<file path="src/rtl/cpsb_ram.sv">
module cpsb_ram #(
	parameter int WIDTH = 16,
	parameter int DEPTH = 256
) (
	input  logic                     clk,
	input  logic                     we,
	input  logic [$clog2(DEPTH)-1:0] waddr,
	input  logic [WIDTH-1:0]         wdata,
	input  logic                     re,
	input  logic [$clog2(DEPTH)-1:0] raddr,
	output logic [WIDTH-1:0]         rdata
);

	logic [WIDTH-1:0] mem [DEPTH];

	// One write port, one read port with a registered output that holds when idle.
	always_ff @(posedge clk) begin
		if (we) begin
			mem[waddr] <= wdata;
		end
		if (re) begin
			rdata <= mem[raddr];
		end
	end

endmodule

</file>
<file path="config.mk">
export PLATFORM = sky130hd
export DESIGN_NAME = cpsb_ram
export DESIGN_NICKNAME = d
export VERILOG_FILES = /design/src/rtl/cpsb_ram.sv
export SDC_FILE = /design/constraint.sdc
export NUM_CORES = 2
export LEC_CHECK = 0
export BUFFER_PORTS_ARGS = -buffer_cell sky130_fd_sc_hd__buf_2
export CELL_PAD_IN_SITES_DETAIL_PLACEMENT = 1
export CELL_PAD_IN_SITES_GLOBAL_PLACEMENT = 1
export CORE_ASPECT_RATIO = 1.2
export CORE_MARGIN = 3
export CORE_UTILIZATION = 33
export DETAILED_ROUTE_END_ITERATION = 7
export PLACE_DENSITY = 0.6
export SLEW_MARGIN = 30
export SYNTH_ARGS = -nofsm -noshare
export SYNTH_HDL_FRONTEND = slang
export SYNTH_SLANG_ARGS = --single-unit
</file>
<file path="constraint.sdc">
create_clock -name clk -period 2.65 [get_ports clk]
set_input_delay 0.265 -clock clk [delete_from_list [all_inputs] [get_ports clk]]
set_output_delay 0.265 -clock clk [all_outputs]
set_load 0.05 [all_outputs]
</file>
==> out/results.ini <==
[final_layout]
final_cell_mix = edfxtp_1, buf_4, mux4_2
stdcell_count = 15100
area_delta_synth_final_pct = 19.2
layout.nets = 8497
final_common_cell = edfxtp_1
layout-drive-gt1-share_pct = 31.0

[power]
p_leak_uw = 0.0606
ir_worst_vdd_v = 0.000545
power_density_nw_per_um2 = 724

[cts]
clkLatencyLatePin_ps = 1010
numCtsBuffers = 412
cts_max_level = 5
cts_buffer_depth = 4
path_clk_slew_ps = 60
clkSinkCount = 4112
cts_tree = done
clockRootBuffer = clkbuf_16
cts_setup_buffers = 0

[route]
drtIter0Drc = 9067
ant_nets = 0
dr.pass1.iters = 5
dr_total_vias = 81000
routedWlPerCell_um = 31.2
vias_per_cell = 5.36
drc = 0
routed_wirelength_um = 471000

[run_status]
failed_checks = negative setup slack
status = finished, violations left

[global_routing]
grt_util_met1_pct = 24.2
use_met2_pct = 31.8
antenna_found_initial = 45
gr-max-usage-layer = met2
met3_usage_pct = 2.64
grt_max_degree = 108
grt_pass1_wl_um = 665000
grt_pass1_vias = 85700
grt.total_usage_pct = 18.9
overflow = 0

[placement]
dp_cells = 14300
pre_cts_ws_ps = -1160
place_congestion = 0.899
hpwl_um = 305000
port_buffers = 50

[floorplanning]
rows = 278
die_y_um = 766
ioPinCount = 51
dieArea_um2 = 490000
core_um2 = 479000
die_w_um = 639
initial_core_util_pct = 33.2

[logic_synthesis]
ys_ff_latch = 4112
synth.distinct_cells = 51
synth-xor-area-share_pct = 0
syn_inst = 7360
yosys_warnings = 0
synthSimpleGateAreaFrac_pct = 1.57
synth_nets = 7395
synth_compound_area_share_pct = 3.53
yosys.area.top_type = edfxtp_1
synth_top_family_by_area = multiplexers
synth.cell_area_um2 = 159000
synth_seq_area_share_pct = 77.7
avgSynthCellArea_um2 = 21.6
yosys.area_share.adder_pct = 0
synth.mux.area_fraction_pct = 15.5
yosysTopAreaCellShare_pct = 77.7
synthTopCellsByArea = edfxtp_1, mux4_2, mux2i_1

[timing]
worst_pin_slew_ps = 940
min_period_ps = 2800
fin_worst_skew_ps = 64.0
fin_crit_sh_pct = 106
max_slew_margin_pct = 36.8
drv_slew = 0
fmax_mhz = 357
hold_viol = 0
tns_ps = -153
worst_slack_ps = -153
rsz0062_at_grt = true
setup_violations = 1

[worst_setup_path]
path_max_fanout = 1
path_class = reg2reg
crit_path_start = mem[63][0]
crit_family = multiplexers
crit_arrival_ps = 3530
end_kind = register
slowest_stage = o32ai_4
cpPeakStageDelay_ps = 540
cp_data_required_time_ps = 3380
cp.depth = 6
r2r_setup_slack_ps = -150
critPathLaunchType = register
crit_chain = mux4_2 -> mux4_2 -> a22o_4 -> o32ai_4 -> buf_4 -> nor4_2
r2r_end = rdata[0]
cp-endpoint = rdata[0]
rr_worst_depth = 6
r2r_start = mem[63][0]
worst-path-buf-inv = 1
cp_common_cell = mux4_2

[worst_hold_path]
hold_path.class = in2reg

[run]
maxCapViolations = 0

flip-flops by register name, summed over array words and instances (netlist names):
register  cells
mem        4096
rdata        16
metrics by stage:
stage	total power, uW	area (um2)	utilization [%]	hold slack (ps)
2_1_floorplan	76800	159000	-	364
3_3_place_gp	81000	176000	36.7	697
3_5_place_dp	81200	176000	36.7	709
4_1_cts	139000	189000	39.5	60.2
5_1_grt	141000	189000	39.6	140
6_report	137000	189000	39.6	161
worst min path at each step:
stage          startpoint  slack, ps      endpoint  depth (start not counted)
4_1_cts          waddr[1]         60  mem[155][11]                          4
3_5_place_dp     wdata[6]        710   mem[186][6]                          1
3_3_place_gp     wdata[6]        700   mem[190][6]                          1
5_1_grt          waddr[1]        140   mem[171][0]                          4
6_report         waddr[1]        160  mem[171][13]                          4
2_1_floorplan    wdata[0]        360     mem[0][0]                          0
repair_timing:
item	CTS	global route
gates resized for setup	24	20
endpoints found under the hold margin	1825	0
setup endpoints to repair	10	13
cloned	0	0
pin swaps	3	6
hold buffers	18	0
cells in the mapped netlist, drive strengths merged:
| cell type | number |
|---|---|
| edfxtp | 4112 |
| mux4 | 797 |
| mux2i | 565 |
| nor2 | 304 |
| o221ai | 253 |
| clkbuf | 230 |
| buf | 222 |
| a21oi | 175 |
| o22ai | 148 |
| nor3 | 92 |
| mux2 | 88 |
| a22oi | 43 |
| nand2 | 38 |
| o21ai | 38 |
| nand3 | 35 |
| a22o | 32 |
| a221oi | 28 |
| nand4 | 26 |
| o32ai | 21 |
| a211oi | 18 |
| nor4 | 18 |
| o31ai | 16 |
| and3 | 11 |
| nor2b | 9 |
| a2111oi | 6 |
| a31oi | 6 |
| or2 | 5 |
| inv | 4 |
| nand2b | 3 |
| nand4b | 3 |
| a21o | 2 |
| and2 | 2 |
| and4 | 2 |
| nor4bb | 2 |
| or3 | 2 |
| nand3b | 1 |
| nor3b | 1 |
| or3b | 1 |
| or4b | 1 |
where the power goes:
part	total (uW)	internal (uW)	leakage [uW]	switching, uW
clock network	57300	32300	0.00638	25000
logic	8010	3050	0.0172	4960
registers	71800	71700	0.0370	127
metal layers:
layer	up-vias	part of all wire [%]
met3	720	6.1
met2	2900	50
met4	14	5.2
met1	43800	39
met5	-	0.020
li1	33500	-
layout make-up:
class | count | area (um2)
fillers | 45700 | 289000
inverters | 4 | 27.5
clock buffers | 498 | 10700
multi-input cells | 2792 | 33300
flip-flops and latches | 4112 | 123000
diodes | 11 | 27.5
repair buffers | 1140 | 11600
well taps | 6300 | 7880
clock inverters | 258 | 2430
worst register-to-register path, stage by stage (launching register included):
cell and delay, ps:
edfxtp_1 380, mux4_2 470, mux4_2 530, a22o_4 350, o32ai_4 550, buf_4 230
nor4_2 40
logic make-up (layout without fill, tap and decap cells):
group | after synthesis | count (layout)
flops | 4112 | 4112
simple gates | 556 | 556
buf+inv | 456 | 1900
compound gates | 786 | 786
mux | 1450 | 1450
other cells | 0 | 11
(Power assumes the default switching activity.)
